--- config.mk ---
export PLATFORM = sky130hd
export DESIGN_NAME = bfr_queue
export DESIGN_NICKNAME = d
export VERILOG_FILES = /design/src/bfr_pkg.sv /design/src/bfr_queue.sv
export SDC_FILE = /design/constraint.sdc
export NUM_CORES = 1
export LEC_CHECK = 0
export BUFFER_PORTS_ARGS = -buffer_cell sky130_fd_sc_hd__buf_2
export CAP_MARGIN = 10
export CORE_MARGIN = 2
export CORE_UTILIZATION = 25
export CTS_CLUSTER_DIAMETER = 100
export DETAILED_ROUTE_END_ITERATION = 7
export GPL_TIMING_DRIVEN = 0
export PLACE_DENSITY_LB_ADDON = 0.1
export SYNTH_ARGS = -nofsm -noshare
export SYNTH_HDL_FRONTEND = slang
export SYNTH_SLANG_ARGS = --single-unit
--- constraint.sdc ---
create_clock -name aclk -period 3 [get_ports aclk]
set_input_delay 0.15 -clock aclk [delete_from_list [all_inputs] [get_ports aclk]]
set_output_delay 0.15 -clock aclk [all_outputs]
set_load 0.05 [all_outputs]
--- src/bfr_pkg.sv ---
package bfr_pkg;

    // Store and glyph bounds
    localparam int ATLAS_PIXELS     = 16384;
    localparam int MAX_GLYPH_WIDTH  = 8;
    localparam int MAX_GLYPH_HEIGHT = 8;
    localparam int ATLAS_AW = $clog2(ATLAS_PIXELS);
    localparam int GX_W = (MAX_GLYPH_WIDTH > 1) ? $clog2(MAX_GLYPH_WIDTH) : 1;
    localparam int GY_W = (MAX_GLYPH_HEIGHT > 1) ? $clog2(MAX_GLYPH_HEIGHT) : 1;

    // Command queue between front and back
    localparam int QUEUE_DEPTH = 4;
    localparam int QPTR_W = $clog2(QUEUE_DEPTH);
    localparam int QCNT_W = $clog2(QUEUE_DEPTH + 1);

    // Character codes that only move the cursor
    localparam logic [7:0] CH_NEWLINE = 8'd10;
    localparam logic [7:0] CH_RETURN  = 8'd13;
    localparam logic [7:0] CH_TAB     = 8'd9;
    localparam int TAB_CELLS = 4;

    typedef struct packed {
        logic [15:0] origin_column;
        logic [15:0] origin_row;
        logic [12:0] frame_width;
        logic [3:0]  glyph_width;
        logic [3:0]  glyph_height;
        logic [8:0]  tiles_across;
        logic [11:0] atlas_width;
        logic [31:0] ink_colour;
    } cfg_t;

    localparam cfg_t CFG_RESET = '{
        origin_column: 16'd0,
        origin_row:    16'd0,
        frame_width:   13'd640,
        glyph_width:   4'd8,
        glyph_height:  4'd8,
        tiles_across:  9'd16,
        atlas_width:   12'd128,
        ink_colour:    32'hFFFF_FFFF
    };

    typedef enum logic {
        CMD_LOAD,
        CMD_DRAW
    } cmd_kind_t;

    typedef struct packed {
        cmd_kind_t             kind;
        logic [ATLAS_AW-1:0]   atlas_addr;
        logic                  atlas_bit;
        logic [15:0]           col;
        logic [15:0]           row;
        logic [ATLAS_AW-1:0]   base;
    } cmd_t;

    // Clamp glyph size to the supported cell
    function automatic logic [3:0] sat_width(input logic [3:0] w);
        sat_width = (w > 4'(MAX_GLYPH_WIDTH)) ? 4'(MAX_GLYPH_WIDTH) : w;
    endfunction

    function automatic logic [3:0] sat_height(input logic [3:0] h);
        sat_height = (h > 4'(MAX_GLYPH_HEIGHT)) ? 4'(MAX_GLYPH_HEIGHT) : h;
    endfunction

endpackage

--- src/bfr_queue.sv ---
module bfr_queue (
    input  logic           aclk,
    input  logic           aresetn,
    input  logic           push,
    input  bfr_pkg::cmd_t  push_data,
    output logic           full,
    input  logic           pop,
    output bfr_pkg::cmd_t  pop_data,
    output logic           empty
);
    import bfr_pkg::*;

    cmd_t              entry_reg [QUEUE_DEPTH];
    logic [QPTR_W-1:0] wr_ptr_reg, wr_ptr_next;
    logic [QPTR_W-1:0] rd_ptr_reg, rd_ptr_next;
    logic [QCNT_W-1:0] count_reg, count_next;

    assign full     = (count_reg == QCNT_W'(QUEUE_DEPTH));
    assign empty    = (count_reg == '0);
    assign pop_data = entry_reg[rd_ptr_reg];

    // Advance pointers with wrap at the queue depth
    always_comb begin
        wr_ptr_next = wr_ptr_reg;
        rd_ptr_next = rd_ptr_reg;
        count_next  = count_reg;
        if (push && !full) begin
            wr_ptr_next = (wr_ptr_reg == QPTR_W'(QUEUE_DEPTH - 1)) ? '0 : wr_ptr_reg + 1'b1;
        end
        if (pop && !empty) begin
            rd_ptr_next = (rd_ptr_reg == QPTR_W'(QUEUE_DEPTH - 1)) ? '0 : rd_ptr_reg + 1'b1;
        end
        priority if ((push && !full) && !(pop && !empty)) begin
            count_next = count_reg + 1'b1;
        end else if (!(push && !full) && (pop && !empty)) begin
            count_next = count_reg - 1'b1;
        end else begin
            count_next = count_reg;
        end
    end

    always_ff @(posedge aclk) begin
        if (!aresetn) begin
            wr_ptr_reg <= '0;
            rd_ptr_reg <= '0;
            count_reg  <= '0;
        end else begin
            wr_ptr_reg <= wr_ptr_next;
            rd_ptr_reg <= rd_ptr_next;
            count_reg  <= count_next;
        end
    end

    // Store the entry
    always_ff @(posedge aclk) begin
        if (push && !full) begin
            entry_reg[wr_ptr_reg] <= push_data;
        end
    end

endmodule

* After elaboration in Yosys (flattened, before gate mapping)
Memory sizes are Yosys's and may differ from the RTL's. A register that Yosys moved wholly into a read port is not among the register bits. Index checks and enable logic that the tools add are counted.
Word-level totals: flip-flop bits (word level) 7, bits in latches 0, memory bits (writable) 248, bits in read-only memories 0, input port bits 66, word-level logic and storage cells 29, memories 1
Memory list:
- entry_reg | words 4, width 62, read ports 1, clocked after memory_dff 1, write ports 1, RTL line bfr_queue.sv:13 | cmd_t entry_reg [QUEUE_DEPTH];
Operators by class: $add $sub $neg 4, multiply operators 0, divide/modulo/power cells 0, magnitude comparators 0, equality and inequality tests 3, shift-type cells 0, multiplexer cells 8, bitwise logic cells 0, reduce and logical (&&, ||, !) cells 10
Operators with widths (count):
- $mux W2 | 4
- $mux W3 | 2
- $add A2 B1 Y2 const B | 2
- $eq A2 B2 Y1 const B | 2
- $logic_and A1 B1 Y1 | 4
- $logic_not A1 Y1 | 4
- $add A3 B1 Y3 const B | 1
- $eq A3 B3 Y1 const B | 1
- $logic_not A3 Y1 | 1
- $sub A3 B1 Y3 const B | 1
- $mux W1 | 2
- $reduce_bool A2 Y1 | 1

* Logic depth before layout (Yosys ltp)
word-level depth 7, gate-level depth with buffers 9

* Least setup slack after synthesis
No wires, ideal clock.
kind flip-flop to flip-flop, start point reg count_reg[0], end point mem entry_reg[0][0] (netlist name), enable pin, setup time 0.427 ns, arrival 2.374 ns, required time 2.573 ns, setup slack 0.199 ns, cell stages (with the launch flop) 5, clock period less this slack 2.801 ns, cells stage by stage dfxtp_1 > nor3b_2 > nor2b_1 > buf_2 > and2_1
On the way: word-level cells in the longest chain between the ends 5
RTL lines:
- start, declared | RTL line bfr_queue.sv:16 | logic [QCNT_W-1:0] count_reg, count_next;
- start signal, assigned | RTL line bfr_queue.sv:50 | count_reg <= count_next;
- $eq A3 B3 Y1 | RTL line bfr_queue.sv:18 | assign full = (count_reg == QCNT_W'(QUEUE_DEPTH));
- named net full | RTL line bfr_queue.sv:6 | output logic full,
- $logic_not A1 Y1 | RTL line bfr_queue.sv:56 | if (push && !full) begin
- $logic_and A1 B1 Y1 | RTL line bfr_queue.sv:56
- $mux W1 | RTL line bfr_queue.sv:56
- $mux W1 (not written as such) | RTL line bfr_queue.sv:57 | entry_reg[wr_ptr_reg] <= push_data;
- end, declared | RTL line bfr_queue.sv:13
The timed path passes the listed nets, and every way through them passes these cells.

==> impl_metrics.toml <==
[outcome]
status = "complete, no violations"

[logic_synthesis]
synth.distinct_cells = 25
synth_commonest_cells = "edfxtp_1 (248), mux4_2 (60), dfxtp_1 (9)"
syn-cell-area_sq_um = 9500
syn_nets = 448
synth_edf_count = 248
yosys_warnings = 0
synth-xor-area-share_pct = 0.184
ys_ff_latch = 257
synth_top_family_by_area = "multiplexers"
synth_compound_area_share_pct = 0.316
async_flop_share_pct = 0
synth_top_area_cell = "edfxtp_1"
synth_top_cell_area_share_pct = 78.4
synthTopCellsByArea = "edfxtp_1 (78%), mux4_2 (14%), dfxtp_1 (1.9%)"
ys.flop_type = "edfxtp_1"
syn_avg_cell_area_sq_um = 25.3
synthCells = 375
synthSimpleGateAreaFrac_pct = 1.13
synthAdderAreaFrac_pct = 1.00
yosysMostFrequentCell = "edfxtp_1"
ys_seq_area_share_pct = 80.3
synthMuxAreaShare_pct = 15.1

[critical_path]
path_class = "flip-flop to output pin"
critPathRequiredTime_ns = 2.85
arrival_ns = 2.34
max_stage_delay_ns = 0.46
cpLargestDelayFamily = "buffers and inverters"
crit_slowest_cell = "clkbuf_1"
end_kind = "output pin"
cp.buffers_inverters = 3
crit_path_max_fanout = 10
start_kind = "flip-flop"
crit_chain = "clkbuf_1, buf_2, mux4_2, buf_2"
timing.rr.start = "count_reg[1]$_SDFFE_PN0P_"
crit_top_cell = "buf_2"

[cells_and_area]
num-fill-cells = 3619
final_cell_count_no_fill = 1136
nets = 676
post_route_cells_drive_above_1_share_pct = 40.2
layout-area-overhead-vs-synth_pct = 32.0
final_cell_area_sq_um = 12500
n_antenna_cell = 0
multi_input_area_sq_um = 1690
register_area_sq_um = 7630
largest_register_ffs = 248

[timing]
setup_viol = 0
drv_slew = 0
finalCritPeriodShare_pct = 83.0
rsz0062_at_grt = "no"
fmax_mhz = 402
tightestPinTransition_ns = 0.593
hold_violations = 0
min_period_ns = 2.49
max-slew-margin-rel_pct = 60.5
finClkSkew_ns = 0.0110
tns_ns = 0
worst_slack_ns = 0.511

[clock_network]
cts_tree = "built"
post_cts_buffers = 0
path_clk_slew_ns = 0.06
cts-root-buf = "clkbuf_16"
clkSinkCount = 257
numCtsBuffers = 30
h-tree-depth = 1
clk_latency_ns = 0.55
cts-resized-gates = 0
max-clock-path-buffers = 3

[power]
combPwrFrac_pct = 30.6
ir_drop_mv = 0.434
p_int_mw = 7.85
p_seq_share_pct = 38.2
leakagePower_nw = 4.22
p_sw_mw = 3.84
clkPwrFrac_pct = 31.2
p_sw_share_pct = 32.9
powerDensity_nw_per_um2 = 933

[worst_hold_path]
hp-class = "input port to flip-flop"
min_from = "pop"

[global_routing]
grt_pass1_wl_um = 30500
first_global_vias = 5160
antenna_found_initial = 0
grt-ovfl-total = 0
gr-usage-all-layers_pct = 10.4
grt_max_degree = 42

[place]
port_buffers = 129
dpl.hpwl_um = 12100
gp_congestion = 0.640
dp_slack_ns = 0.528
dp.cells = 1019
postPlaceCellArea_sq_um = 10900

[job]
max_cap_viol_count = 0

[route]
vias = 4576
ant_nets = 0
wl_um = 20300
vias_per_cell = 4.03
wl_per_cell_um = 17.9
drtPass1Iterations = 4
drc = 0
drtIter0Drc = 205

[die]
core_area_sq_um = 37600
die_x_um = 199
die-area_sq_um = 39600
rows = 71
ios = 130
dieHeight_um = 199
initial_core_util_pct = 25.3
[worst register-to-register path, delay by kind of cell, from the launching register on]
family,cells,cell delay (ns)
fa+ha+maj,2,0.67
compound gates,2,0.75
flops,1,0.37
xor+xnor,1,0.18
buf+inv,1,0.06
simple gates,1,0.31
[power groups by stage]
stage | logic (mW) | clock network [mW] | registers (mW)
after global routing | 3.81 | 3.93 | 4.50
after detailed placement | 3.61 | 0 | 4.55
after floorplan | 2.71 | 0 | 4.54
after global placement | 3.53 | 0 | 4.57
after CTS | 3.69 | 3.78 | 4.47
final | 3.58 | 3.64 | 4.47
[layer usage]
layer / wire [um] / GRT usage, % / part of all wire [%] / up-vias
met3: 1080 / 2.37 / 5.3 / 30
met5: 0 / 0 / 0 / -
met1: 8410 / 12.4 / 41 / 2397
met2: 10400 / 18.5 / 51 / 93
li1: - / - / - / 2056
met4: 411 / 3.34 / 2.0 / 0
[layout by cell type, fill, tap and decap left out]
cell / netlist / routed
fa_1: 1 / 1
mux4_1: 2 / 2
clkinv_1: 0 / 8
nand3_1: 2 / 2
nor3b_2: 1 / 1
buf_12: 6 / 6
bufinv_16: 0 / 5
buf_6: 1 / 1
nor2_1: 2 / 2
edfxtp_1: 248 / 248
and2_4: 0 / 4
or3_1: 1 / 1
dlygate4sd3_1: 0 / 63
o21ai_0: 3 / 3
buf_2: 7 / 136
buf_16: 0 / 4
xor2_1: 1 / 1
and2_1: 5 / 1
mux2i_1: 3 / 3
nor2b_1: 2 / 2
dfxtp_1: 9 / 9
mux4_2: 60 / 60
clkinvlp_4: 0 / 1
clkinv_2: 0 / 2
clkbuf_16: 0 / 31
inv_1: 3 / 3
o31ai_1: 1 / 1
clkbuf_1: 2 / 9
a21boi_0: 1 / 1
nand2_1: 6 / 6
ha_1: 6 / 6
xnor2_1: 1 / 1
nor3_1: 1 / 1
[per-stage QoR]
step	total power, mW	hold WS [ns]	utilization [%]
2_1_floorplan	7.24	0.249	-
3_3_place_gp	8.10	0.358	28.7
3_5_place_dp	8.16	0.367	29.0
4_1_cts	11.9	0.0114	33.4
5_1_grt	12.2	0.122	33.4
6_report	11.7	0.0442	33.4
[final timing paths]
check                                to  slack, ns  depth (start not counted)
min          rd_ptr_reg[0]$_SDFFE_PN0P_       0.04                          3
min reg2reg  wr_ptr_reg[1]$_SDFFE_PN0P_       0.50                          2
max reg2reg   count_reg[2]$_SDFFE_PN0P_       0.57                          7
max                         pop_data[5]       0.51                          4
[layout make-up]
cell class | count | area share [%]
Clock buffer | 38 | 6.40
Inverter | 3 | 0.0899
Clock inverter | 16 | 1.58
Buffer | 16 | 1.39
Tap cell | 511 | 5.10
Timing Repair Buffer | 196 | 11.1
Sequential cell | 257 | 60.9
Multi-Input combinational cell | 99 | 13.5
[kinds of logic after synthesis]
group                    Yosys count
flip-flops                       257
multiplexers                      65
AND/OR/NAND/NOR                   20
buffers and inverters             19
adder cells (fa/ha/maj)            7
AO/OA/AOI/OAI                      5
XOR/XNOR                           2
[timing repair]
action	4_1_cts	5_1_grt
setup endpoints to repair	0	0
hold endpoints to repair	250	0
hold buffers	63	0
Power figures use the tool's default switching activity.
