**src/bfr_pkg.sv**
```systemverilog
package bfr_pkg;

    // Store and glyph bounds
    localparam int ATLAS_PIXELS     = 16384;
    localparam int MAX_GLYPH_WIDTH  = 8;
    localparam int MAX_GLYPH_HEIGHT = 8;
    localparam int ATLAS_AW = $clog2(ATLAS_PIXELS);
    localparam int GX_W = (MAX_GLYPH_WIDTH > 1) ? $clog2(MAX_GLYPH_WIDTH) : 1;
    localparam int GY_W = (MAX_GLYPH_HEIGHT > 1) ? $clog2(MAX_GLYPH_HEIGHT) : 1;

    // Command queue between front and back
    localparam int QUEUE_DEPTH = 4;
    localparam int QPTR_W = $clog2(QUEUE_DEPTH);
    localparam int QCNT_W = $clog2(QUEUE_DEPTH + 1);

    // Character codes that only move the cursor
    localparam logic [7:0] CH_NEWLINE = 8'd10;
    localparam logic [7:0] CH_RETURN  = 8'd13;
    localparam logic [7:0] CH_TAB     = 8'd9;
    localparam int TAB_CELLS = 4;

    typedef struct packed {
        logic [15:0] origin_column;
        logic [15:0] origin_row;
        logic [12:0] frame_width;
        logic [3:0]  glyph_width;
        logic [3:0]  glyph_height;
        logic [8:0]  tiles_across;
        logic [11:0] atlas_width;
        logic [31:0] ink_colour;
    } cfg_t;

    localparam cfg_t CFG_RESET = '{
        origin_column: 16'd0,
        origin_row:    16'd0,
        frame_width:   13'd640,
        glyph_width:   4'd8,
        glyph_height:  4'd8,
        tiles_across:  9'd16,
        atlas_width:   12'd128,
        ink_colour:    32'hFFFF_FFFF
    };

    typedef enum logic {
        CMD_LOAD,
        CMD_DRAW
    } cmd_kind_t;

    typedef struct packed {
        cmd_kind_t             kind;
        logic [ATLAS_AW-1:0]   atlas_addr;
        logic                  atlas_bit;
        logic [15:0]           col;
        logic [15:0]           row;
        logic [ATLAS_AW-1:0]   base;
    } cmd_t;

    // Clamp glyph size to the supported cell
    function automatic logic [3:0] sat_width(input logic [3:0] w);
        sat_width = (w > 4'(MAX_GLYPH_WIDTH)) ? 4'(MAX_GLYPH_WIDTH) : w;
    endfunction

    function automatic logic [3:0] sat_height(input logic [3:0] h);
        sat_height = (h > 4'(MAX_GLYPH_HEIGHT)) ? 4'(MAX_GLYPH_HEIGHT) : h;
    endfunction

endpackage

```
**src/bfr_front.sv**
```systemverilog
module bfr_front (
    input  logic           aclk,
    input  logic           aresetn,
    input  bfr_pkg::cfg_t  cfg,
    input  logic           s_tvalid,
    output logic           s_tready,
    input  logic           s_action,
    input  logic [13:0]    s_atlas_address,
    input  logic           s_atlas_bit,
    input  logic [7:0]     s_char_code,
    input  logic           s_restart_text,
    output logic           q_push,
    output bfr_pkg::cmd_t  q_push_data,
    input  logic           q_full
);
    import bfr_pkg::*;

    typedef enum logic [1:0] {
        ST_IDLE,
        ST_DIV,
        ST_MUL,
        ST_PUSH
    } state_t;

    state_t       state_reg, state_next;
    logic [15:0]  col_reg, col_next;
    logic [15:0]  row_reg, row_next;
    logic [15:0]  draw_col_reg, draw_col_next;
    logic [15:0]  draw_row_reg, draw_row_next;
    logic [7:0]   code_reg, code_next;
    logic [7:0]   code_sh_reg, code_sh_next;
    logic [8:0]   rem_reg, rem_next;
    logic [2:0]   cnt_reg, cnt_next;
    logic [11:0]  prod_reg, prod_next;

    logic         accept;
    logic [3:0]   gw;
    logic [3:0]   gh;
    logic [4:0]   gw_p1;
    logic [4:0]   gh_p1;
    logic [8:0]   tiles;
    logic [15:0]  cur_col;
    logic [15:0]  cur_row;
    logic [9:0]   trial;
    logic [7:0]   tile_x;
    logic [7:0]   diff;
    logic [15:0]  base_full;

    assign gw    = sat_width(cfg.glyph_width);
    assign gh    = sat_height(cfg.glyph_height);
    assign gw_p1 = {1'b0, gw} + 5'd1;
    assign gh_p1 = {1'b0, gh} + 5'd1;
    assign tiles = (cfg.tiles_across == '0) ? 9'd1 : cfg.tiles_across;

    assign s_tready = (state_reg == ST_IDLE) && !q_full;
    assign accept   = s_tvalid && s_tready;

    assign cur_col = s_restart_text ? cfg.origin_column : col_reg;
    assign cur_row = s_restart_text ? cfg.origin_row : row_reg;

    // One restoring step of code modulo tiles
    assign trial  = {rem_reg, code_sh_reg[7]};
    assign tile_x = rem_reg[7:0];
    assign diff   = code_reg - tile_x;

    // Tile start index: tile column plus tile row times tiles across times cell height, times width
    assign base_full = 16'(prod_reg) * 16'(gw);

    // Push loads straight from the input, draws after the tile lookup
    always_comb begin
        q_push                 = 1'b0;
        q_push_data.kind       = CMD_DRAW;
        q_push_data.atlas_addr = ATLAS_AW'(s_atlas_address);
        q_push_data.atlas_bit  = s_atlas_bit;
        q_push_data.col        = draw_col_reg;
        q_push_data.row        = draw_row_reg;
        q_push_data.base       = ATLAS_AW'(base_full);
        if (state_reg == ST_IDLE) begin
            q_push_data.kind = CMD_LOAD;
            q_push           = accept && (s_action == 1'b0);
        end else if (state_reg == ST_PUSH) begin
            q_push = !q_full;
        end
    end

    // Classify items, move the cursor and run the tile lookup
    always_comb begin
        state_next    = state_reg;
        col_next      = col_reg;
        row_next      = row_reg;
        draw_col_next = draw_col_reg;
        draw_row_next = draw_row_reg;
        code_next     = code_reg;
        code_sh_next  = code_sh_reg;
        rem_next      = rem_reg;
        cnt_next      = cnt_reg;
        prod_next     = prod_reg;
        unique case (state_reg)
            ST_IDLE: begin
                if (accept && s_action) begin
                    priority if (s_char_code == CH_NEWLINE) begin
                        col_next = cfg.origin_column;
                        row_next = cur_row + 16'(gh_p1);
                    end else if (s_char_code == CH_RETURN) begin
                        col_next = cfg.origin_column;
                        row_next = cur_row;
                    end else if (s_char_code == CH_TAB) begin
                        col_next = cur_col + 16'(16'(gw_p1) * 16'(TAB_CELLS));
                        row_next = cur_row;
                    end else begin
                        col_next = cur_col + 16'(gw_p1);
                        row_next = cur_row;
                        if (gw != '0 && gh != '0) begin
                            draw_col_next = cur_col;
                            draw_row_next = cur_row;
                            code_next     = s_char_code;
                            code_sh_next  = s_char_code;
                            rem_next      = '0;
                            cnt_next      = '0;
                            state_next    = ST_DIV;
                        end
                    end
                end
            end
            ST_DIV: begin
                rem_next     = (trial >= {1'b0, tiles}) ? 9'(trial - {1'b0, tiles})
                                                        : trial[8:0];
                code_sh_next = {code_sh_reg[6:0], 1'b0};
                cnt_next     = cnt_reg + 3'd1;
                if (cnt_reg == 3'd7) begin
                    state_next = ST_MUL;
                end
            end
            ST_MUL: begin
                prod_next  = 12'(12'(diff) * 12'(gh)) + 12'(tile_x);
                state_next = ST_PUSH;
            end
            ST_PUSH: begin
                if (!q_full) begin
                    state_next = ST_IDLE;
                end
            end
            default: state_next = ST_IDLE;
        endcase
    end

    always_ff @(posedge aclk) begin
        if (!aresetn) begin
            state_reg <= ST_IDLE;
            col_reg   <= '0;
            row_reg   <= '0;
        end else begin
            state_reg <= state_next;
            col_reg   <= col_next;
            row_reg   <= row_next;
        end
        draw_col_reg <= draw_col_next;
        draw_row_reg <= draw_row_next;
        code_reg     <= code_next;
        code_sh_reg  <= code_sh_next;
        rem_reg      <= rem_next;
        cnt_reg      <= cnt_next;
        prod_reg     <= prod_next;
    end

endmodule

```
**config.mk**
```make
export PLATFORM = sky130hd
export DESIGN_NAME = bfr_front
export DESIGN_NICKNAME = d
export VERILOG_FILES = /design/src/bfr_pkg.sv /design/src/bfr_front.sv
export SDC_FILE = /design/constraint.sdc
export NUM_CORES = 1
export LEC_CHECK = 0
export BUFFER_PORTS_ARGS = -buffer_cell sky130_fd_sc_hd__buf_4
export CORE_MARGIN = 2
export CORE_UTILIZATION = 40
export CTS_CLUSTER_DIAMETER = 100
export DETAILED_ROUTE_END_ITERATION = 10
export REMOVE_ABC_BUFFERS = 1
export SLEW_MARGIN = 30
export SYNTH_ARGS = -nofsm -noshare
export SYNTH_HDL_FRONTEND = slang
export SYNTH_SLANG_ARGS = --single-unit
```
**constraint.sdc**
```tcl
create_clock -name aclk -period 6.4 [get_ports aclk]
set_input_delay 0.32 -clock aclk [delete_from_list [all_inputs] [get_ports aclk]]
set_output_delay 0.32 -clock aclk [all_outputs]
set_load 0.01 [all_outputs]
```
After elaboration in Yosys (flattened, before gate mapping)
Cells that the tools add are included.
{"block": "op_classes", "addsub": 9, "n_mul": 2, "order_cmp": 3, "n_eq_ne": 14, "muxes": 39, "bitwise": 4, "reduce_logical": 15}
{"op": "16-bit 2-to-1 mux", "n": 6}
{"op": "9-bit 2-to-1 mux", "n": 7}
{"op": "8-bit 2-to-1 mux", "n": 5}
{"op": "16-bit by 5-bit adder with 16-bit output", "n": 2}
{"op": "8-bit by 4-bit equality test with 1-bit output (second input constant)", "n": 3}
{"op": "9-bit one-hot mux with 2 select lines", "n": 1}
{"op": "16-bit by 7-bit adder with 16-bit output", "n": 1}
{"op": "8-bit one-hot mux with 2 select lines", "n": 1}
{"op": "3-bit 2-to-1 mux", "n": 5}
{"op": "12-bit by 4-bit multiplier with 14-bit output", "n": 1}
{"op": "2-bit 2-to-1 mux", "n": 7}
{"op": "12-bit by 8-bit adder with 12-bit output", "n": 1}
{"op": "8-bit by 4-bit multiplier with 12-bit output", "n": 1}
{"op": "6-bit AND reduction", "n": 2}
{"op": "4-bit by 1-bit adder with 5-bit output (second input constant)", "n": 2}
{"op": "10-bit by 9-bit >= comparator with 1-bit output", "n": 1}
{"op": "2-bit inequality test (second input constant)", "n": 5}
{"op": "9-bit zero test", "n": 1}
{"op": "9-bit subtractor", "n": 1}
{"op": "4-bit > comparator (second input constant)", "n": 2}
{"op": "4-bit 2-to-1 mux", "n": 2}
{"op": "2-bit one-hot mux with 4 select lines", "n": 1}
{"op": "4-bit nonzero test", "n": 2}
{"op": "8-bit subtractor", "n": 1}
{"op": "14 further kinds", "n": 25}
{"block": "word_totals", "reg_bits": 106, "in_bits": 135, "output_inout_bits": 64, "elab_cells": 96}

Logic depth before layout (Yosys ltp)
Gate-level depths: netlist of run 1.
{"block": "depth", "word_depth": 10, "depth_mapped": 21, "mapped_depth_nobuf": 21}

Worst setup path after synthesis of run 1
No wires, ideal clock.
{"block": "synth_timing", "kind": "input port to flip-flop", "from": "in cfg[58] (netlist bit)", "to": "reg state_reg[0]", "setup_ns": 0.104, "arrival_time_ns": 6.568, "t_required_ns": 6.296, "path_slack_ns": -0.272, "cell_stages": 8, "path_buffers": 1, "path_cell_list": "nor2b_1 clkbuf_1 inv_1 ha_1 a21oi_1 nor4b_1 o21ai_0 a221oi_1"}
{"block": "synth_between", "elab_chain_cells": 6}
{"element": "from (decl)", "line_no": "bfr_front.sv:4", "text": "input bfr_pkg::cfg_t cfg,"}
{"element": "4-bit > comparator", "line_no": "bfr_pkg.sv:60", "text": "sat_width = (w > 4'(MAX_GLYPH_WIDTH)) ? 4'(MAX_GLYPH_WIDTH) : w;"}
{"element": "4-bit 2-to-1 mux (*)", "line_no": "bfr_pkg.sv:60"}
{"element": "4-bit nonzero test (*)", "line_no": "bfr_front.sv:113", "text": "if (gw != '0 && gh != '0) begin"}
{"element": "1-bit logical AND (*)", "line_no": "bfr_front.sv:113"}
{"element": "2-bit by 1-bit inequality test with 1-bit output (no line) (*)"}
{"element": "7-bit AND reduction (no line) (*)"}
{"element": "to (signal assigned)", "line_no": "bfr_front.sv:153", "text": "state_reg <= state_next;"}
{"element": "to (decl)", "line_no": "bfr_front.sv:25", "text": "state_t state_reg, state_next;"}
Mark *: on every way between the ends. The rest lies on a longest branch, timed or not.
A chain may end at the register's enable or synchronous reset.

Worst setup path in the final report of run 1
{"block": "layout_timing", "from": "reg rem_reg[0]", "to": "reg prod_reg[10], data pin"}
{"block": "layout_between", "elab_chain_cells": 3}
{"element": "from (decl)", "line_no": "bfr_front.sv:32", "text": "logic [8:0] rem_reg, rem_next;"}
{"element": "from (signal assigned)", "line_no": "bfr_front.sv:161", "text": "rem_reg <= rem_next;"}
{"element": "8-bit subtractor", "line_no": "bfr_front.sv:64", "text": "assign diff = code_reg - tile_x;"}
{"element": "8-bit by 4-bit multiplier with 12-bit output", "line_no": "bfr_front.sv:135", "text": "prod_next = 12'(12'(diff) * 12'(gh)) + 12'(tile_x);"}
{"element": "12-bit by 8-bit adder with 12-bit output (*)", "line_no": "bfr_front.sv:135"}
{"element": "to (signal assigned)", "line_no": "bfr_front.sv:163", "text": "prod_reg <= prod_next;"}
{"element": "to (decl)", "line_no": "bfr_front.sv:34", "text": "logic [11:0] prod_reg, prod_next;"}
Marks and branches as above.

==> results of run 1 <==
==> worst paths after layout <==
check	end	startpoint
setup / recovery	prod_reg[10]	rem_reg[0]
hold / removal	code_reg[3]	s_char_code[3]
setup reg to reg	prod_reg[10]	rem_reg[0]
hold reg to reg	row_reg[1]	row_reg[1]
==> layer usage <==
layer | vias up | track usage [%] | routed length (µm)
li1 | 3452 | - | -
met1 | 3289 | 25.23 | 10100
met2 | 175 | 27.61 | 9177
met3 | 17 | 4.508 | 1334
met4 | 4 | 3.968 | 204
met5 | - | 3.313 | 105
==> cell families after synthesis <==
family          after synthesis
mux                          45
buf+inv                     143
compound gates              196
flops                       106
xor+xnor                     44
fa+ha+maj                   117
simple gates                278
other cells                   1
==> critical path, cell delays in order, from the launching register on <==
cell and delay (ps):
edfxtp_1 500, ha_1 200, inv_1 50, fa_1 390, a21o_1 190, a21oi_1 220, o21bai_1 90, a21oi_1 180
xor2_1 300, nor2_1 110, fa_1 470, fa_1 540, inv_1 50, fa_1 490, inv_1 40, ha_1 320
nor2_1 150, nor2_1 80, a31o_2 240, a21oi_1 170, xnor2_1 80
==> per-stage QoR <==
| stage | total power, mW | TNS, ps |
|---|---|---|
| floorplan | 1.622 | -21370 |
| global placement | 1.891 | 0 |
| detailed placement | 1.902 | 0 |
| CTS | 2.450 | 0 |
| global route | 2.620 | 0 |
| finish | 2.430 | 0 |
==> placed cells by master, fill, tap and decap left out, types with 12 or more instances in the layout <==
cell and instances:
dfxtp_1 34, a21oi_1 41, o21ai_0 45, a211oi_1 15, xor2_1 13, nor3_1 25
nand2_1 72, nor2b_1 13, mux2i_1 16, buf_4 114, edfxtp_1 72, fa_1 44
nand3_1 33, inv_1 95, a21o_1 12, nor2_1 61, xnor2_1 31, mux2_2 29
ha_1 73, and2_1 23
==> power breakdown <==
| part | total [mW] | internal (mW) | switching (mW) |
|---|---|---|---|
| Combinational | 1.03 | 0.460 | 0.570 |
| Clock | 0.542 | 0.289 | 0.253 |
| Sequential | 0.858 | 0.826 | 0.0323 |
| Total | 2.43 | 1.57 | 0.855 |
==> cell type report <==
class	instances	area, µm²
clock inverter	5	36.28
clock buffer	11	254.0
inverter	98	367.9
tap	280	350.3
sequential	106	2843
timing repair buffer	114	855.8
multi-input combinational	682	5458
fill	2137	11660
==> summary.txt, run 1 <==
Floorplanning
  • CORE AREA: 21820 µm²
  • I/O pin count: 199
  • Die H: 153.1 µm
  • Initial core utilization: 40.76%
  • Die Wd: 153.1 µm
  • Row count: 54
  • Die area: 23450 µm²

Run status
  • Status: complete, no violations

STA
  • FMAX: 0.1960 GHz
  • Post-layout minimum cycle time: 5101 ps
  • Worst setup margin: 1299 ps
  • Slew Limit Fails: 0
  • WHS: 182.2 ps
  • Clk_skew: 8.317 ps
  • Max transition margin: 37.05%
  • Slew @ Worst Pin: 942.2 ps
  • Final period util: 79.71%
  • Final hold violations: 0
  • Endpoints failing setup: 0
  • Unrepaired setup endpoints after global routing: no

Cells and area
  • Final #Nets: 1263
  • Non-Filler Instances: 1296
  • Design area: 10160 µm²
  • N_diodes: 0
  • Area growth syn-to-layout: 14.28%
  • Final core utilization: 46.58%
  • Layout cell share with drive strength beyond 1: 17.62%

Drt
  • Post-route ant nets: 0
  • Detailed Route Iter0 Violations: 257
  • Detailed-route DRC error count: 0
  • Routed len/inst: 16.15 µm
  • Routed via count: 6937
  • DRT Pass-1 Iters: 4
  • Vias per cell: 5.353
  • Total detailed-routing wirelength: 20930 µm

Power
  • PwrDens: 239.0 nW/µm²
  • Peak supply drop: 142.0 µV
  • Leakage power total: 4.430 nW

Placed design
  • DP HPWL: 16010 µm
  • Placed insts: 1280
  • Placed inst area: 9869 µm²
  • Pre-CTS setup slack: 1323 ps
  • I/O Buffers: 111
  • GP Congestion: 0.8488

Worst hold path
  • Worst min-delay path class: in2reg
  • Hold depth: 1

Global routing
  • First-pass GRT wire length: 33980 µm
  • Gr ovfl total: 0
  • Largest net degree at the start of global routing: 42
  • GRT Total Usage: 17.93%
  • Number of global-route vias before repair: 6635
  • Initial antenna violation count: 0

CTS
  • Register clock-pin slew on the reported worst setup and hold paths: 70 ps
  • Inserted Clock Buffers: 9
  • Clock buffer depth: 2
  • Hold Buf Count CTS: 0
  • Clk sinks: 106
  • CTS tree: built
  • Setup Fix Bufs, Post-CTS: 0
  • CTS root buf: clkbuf_16
  • CTS H-tree lvls: 3
  • CTS resizes: 0
  • Worst skew pair latency: 350 ps

Logic synthesis
  • Ys async rst share: 0%
  • FF+latch count, synth: 106
  • Top-area cell type share of the netlist area: 24.31%
  • Distinct cells, synth: 75
  • EDFF count, synth: 72
  • Mux share of post-synthesis cell area: 5.472%
  • Gate Count Post-Synth: 930
  • Post-synthesis adder-cell area fraction: 20.17%
  • Synth top area cells: edfxtp_1 24%, ha_1 10%, fa_1 9.9%
  • Sequential area share after synthesis: 31.96%
  • List of most frequent post-synthesis cells: 95 x inv_1, 73 x ha_1, 72 x edfxtp_1, 72 x nand2_1, 61 x nor2_1
  • Post-synthesis compound-gate area fraction: 15.07%
  • Count leader, synth: inv_1
  • Top_reg_cell synth: edfxtp_1
  • Combinational family with the most area after synthesis: adder cells
  • Cell Area, Synth: 8895 µm²
  • Simple-Gate Fraction of Synth Area: 16.11%
  • Post-Synth XOR/XNOR Area: 4.333%
  • Ys Warns: 0
  • Synthesized area per cell: 9.564 µm²
  • Area leader, netlist: edfxtp_1

Critical path
  • CP Launch Type: flop
  • WS Path Type: reg2reg
  • Setup crit end kind: flop
  • Crit path max fanout: 6
  • Register-to-Register Path Depth: 20
  • Setup slack, reg-to-reg: 1300 ps
  • Crit path DAT: 5200 ps
  • Crit path required time: 6500 ps

Run
  • Max-cap violations: 0
(Power assumes the default switching activity.)
==> inputs of run 2 (changes only) <==
ABC_AREA = 1   (was not set)
clock period = 4.6 ns   (was 6.4 ns; I/O delays follow)
==> run 2 against run 1 <==
  * Clock-buffer cell count is the same
  * Critical path depth grew 2
  * Sequential share of layout area decreased by 1.7 points
  * Die area up 2.7%
  * Clock skew is 2.3 ps higher
  * First-iteration DRC count grew 36%
  * Highest routed layer unchanged
  * Register-to-register slack lost 1100 ps
  * Critical endpoint is now prod_reg[9]
  * Global-route usage rose by 0.66 points
==> summary.txt, run 2 <==
Run status
  • Status: complete, no violations

Logic synthesis
  • Cell Area, Synth: 9140 µm²
  • Area leader, netlist: edfxtp_1
  • Distinct cells, synth: 51
  • Top-area cell type share of the netlist area: 23.66%
  • Ys async rst share: 0%
  • Sequential area share after synthesis: 31.10%
  • FF+latch count, synth: 106
  • Gate Count Post-Synth: 1182
  • Count leader, synth: nand2_1
  • Synth top area cells: edfxtp_1 24%, nand2_1 11%, ha_1 10%
  • Ys Warns: 0
  • Top_reg_cell synth: edfxtp_1
  • Synthesized area per cell: 7.733 µm²
  • EDFF count, synth: 72
  • List of most frequent post-synthesis cells: 259 x nand2_1, 195 x inv_1, 110 x nor2_1

Global routing
  • Largest net degree at the start of global routing: 50
  • GRT Total Usage: 18.59%
  • First-pass GRT wire length: 35660 µm
  • Number of global-route vias before repair: 7264
  • Gr ovfl total: 0
  • Initial antenna violation count: 0

Critical path
  • Setup slack, reg-to-reg: 150 ps
  • Crit path from: code_reg[0]
  • Crit path max fanout: 5
  • Crit path cell chain: inv_2 > ha_4 > inv_2 > fa_2 > xor2_2 > inv_1 > nor2_2 > fa_1 > fa_1 > inv_1 > fa_1 > inv_1 > ha_2 > a21oi_2 > nand2_1 > nand2_1 > nand2_1 > nand2_1 > a21oi_1 > o21ai_1 > nand2_1 > xor2_1
  • CP Launch Type: flop
  • Register-to-Register Path Depth: 22
  • Crit path DAT: 4550 ps
  • Crit path required time: 4700 ps
  • Setup crit end kind: flop
  • Slowest cell on crit path: fa_1
  • Reg-to-reg endpoint: prod_reg[9]
  • CP dominant cell by count: nand2_1
  • Worst setup endpoint: prod_reg[9]
  • Worst path max stage delay: 540 ps
  • WS Path Type: reg2reg
  • Critical R2R Launch: code_reg[0]

Power
  • Peak supply drop: 256.5 µV
  • Leakage power total: 5.239 nW
  • Power Total: 5.135 mW
  • PwrDens: 475.0 nW/µm²

STA
  • Endpoints failing setup: 0
  • Slew Limit Fails: 0
  • WHS: 75.00 ps
  • Clk_skew: 10.65 ps
  • FMAX: 0.2248 GHz
  • Final hold violations: 0
  • Final period util: 96.69%
  • Max transition margin: 45.81%
  • Slew @ Worst Pin: 812.8 ps
  • Post-layout minimum cycle time: 4448 ps
  • Unrepaired setup endpoints after global routing: yes

Cells and area
  • Final #Nets: 1537
  • Area growth syn-to-layout: 18.26%
  • Final core utilization: 48.03%
  • Non-Filler Instances: 1575
  • Most common cell after layout, fill and taps aside: nand2_1
  • Layout cell share with drive strength beyond 1: 18.29%
  • Design area: 10810 µm²
  • Most frequent cells in the layout: 257 x nand2_1, 187 x inv_1, 133 x buf_4, 108 x nor2_1, 76 x a21oi_1
  • N_diodes: 0

Drt
  • DR WL met2: 9702 µm
  • Metal3 WL: 1122 µm
  • Routed len/inst: 14.00 µm
  • DRT Pass-1 Iters: 5
  • Vias per cell: 4.890
  • Post-route ant nets: 0
  • Post-Route M1 WL: 10950 µm
  • Detailed-route DRC error count: 0
  • Detailed Route Iter0 Violations: 349
  • Routed via count: 7701
  • Total detailed-routing wirelength: 22040 µm
  • DR top layer: met5

Floorplanning
  • I/O pin count: 199
  • Initial core utilization: 40.62%
  • Die H: 155.2 µm
  • CORE AREA: 22500 µm²
  • Row count: 55
  • Die Wd: 155.2 µm
  • Die area: 24070 µm²

Run
  • Max-cap violations: 0

CTS
  • CTS root buf: clkbuf_16
  • Clock buffer depth: 2
  • CTS tree: built
  • CTS H-tree lvls: 3
  • Register clock-pin slew on the reported worst setup and hold paths: 70 ps
  • Worst skew pair latency: 360 ps
  • Inserted Clock Buffers: 9
  • Hold Buf Count CTS: 0
  • Clk sinks: 106

Placed design
  • DP HPWL: 17010 µm
  • I/O Buffers: 111
  • GP Congestion: 0.8222
  • Placed inst area: 10200 µm²
  • Placed insts: 1553

Worst hold path
  • Worst min-delay path class: in2reg
-- run 2: changes by cell type in the layout (fill, tap and decap cells not counted), moves of 19 or more --
cell     delta
xnor2_1    -19
nand2_1   +185
mux2_2     -29
nor3_1     -19
nor2_1     +47
inv_1      +92
and2_1     -22
buf_4      +19
a21oi_1    +35
-- run 2: critical path: cells and delay by family (launching register included) --
| family | cells | cell delay [ps] |
|---|---|---|
| AO/OA/AOI/OAI | 3 | 370 |
| XOR/XNOR | 2 | 320 |
| adder cells (fa/ha/maj) | 6 | 2380 |
| buffers and inverters | 5 | 310 |
| flip-flops | 1 | 400 |
| AND/OR/NAND/NOR | 6 | 400 |
-- run 2: what timing repair did --
action | CTS | global route
pin swaps | 2 | 26
buffers inserted | 1 | 5
gates resized for setup | 7 | 45
endpoints found under the setup margin | 4 | 5
-- run 2: worst min path at each step --
stage              startpoint          end  slack (ps)  cells after the start
3_5_place_dp   s_char_code[7]  code_reg[7]         440                      1
4_1_cts        s_char_code[5]  code_reg[5]          60                      1
3_3_place_gp   s_char_code[7]  code_reg[7]         440                      1
2_1_floorplan  s_char_code[0]  code_reg[0]         330                      0
5_1_grt        s_char_code[5]  code_reg[5]          70                      1
6_report       s_char_code[7]  code_reg[7]          70                      1
-- run 2: area by class of cell --
type                    count  area (µm²)
well taps                 285       356.6
repair buffers            133       998.5
clock inverters             5       43.79
clock buffers              11       252.7
flip-flops and latches    106        2843
inverters                 207       784.5
multi-input cells         828        5530
fillers                  2212       11690
-- run 2: logic make-up after synthesis --
| logic type | after synthesis | synth area share (%) |
|---|---|---|
| and+or+nand+nor | 475 | 22.11 |
| buffers and inverters | 249 | 11.23 |
| AOI/OAI and AO/OA | 190 | 11.68 |
| adders and majority gates | 117 | 19.63 |
| DFF | 106 | 31.10 |
| xor gates and xnor gates | 44 | 4.216 |
| other | 1 | 0.04103 |
-- run 2: routing by layer --
layer  global-route usage, %  vias to the layer above
li1                        -                     4002
met1                   26.29                     3516
met5                   1.035                        -
met4                   3.968                        2
met3                   4.095                       20
met2                   29.19                      161
-- run 2: report_power, final --
part / switching, mW / leakage (nW) / internal [mW]
sequential: 0.0850 / 0.941 / 1.25
clock: 0.381 / 0.141 / 0.405
combinational: 1.71 / 4.16 / 1.30
total: 2.17 / 5.24 / 2.96
-- run 2: through the flow --
step | setup TNS (ps) | setup WS, ps
2_1_floorplan | 0 | 129.6
3_3_place_gp | -3.875 | -3.875
3_5_place_dp | -30.58 | -27.49
4_1_cts | 0 | 9.861
5_1_grt | -412.5 | -123.3
6_report | 0 | 152.5
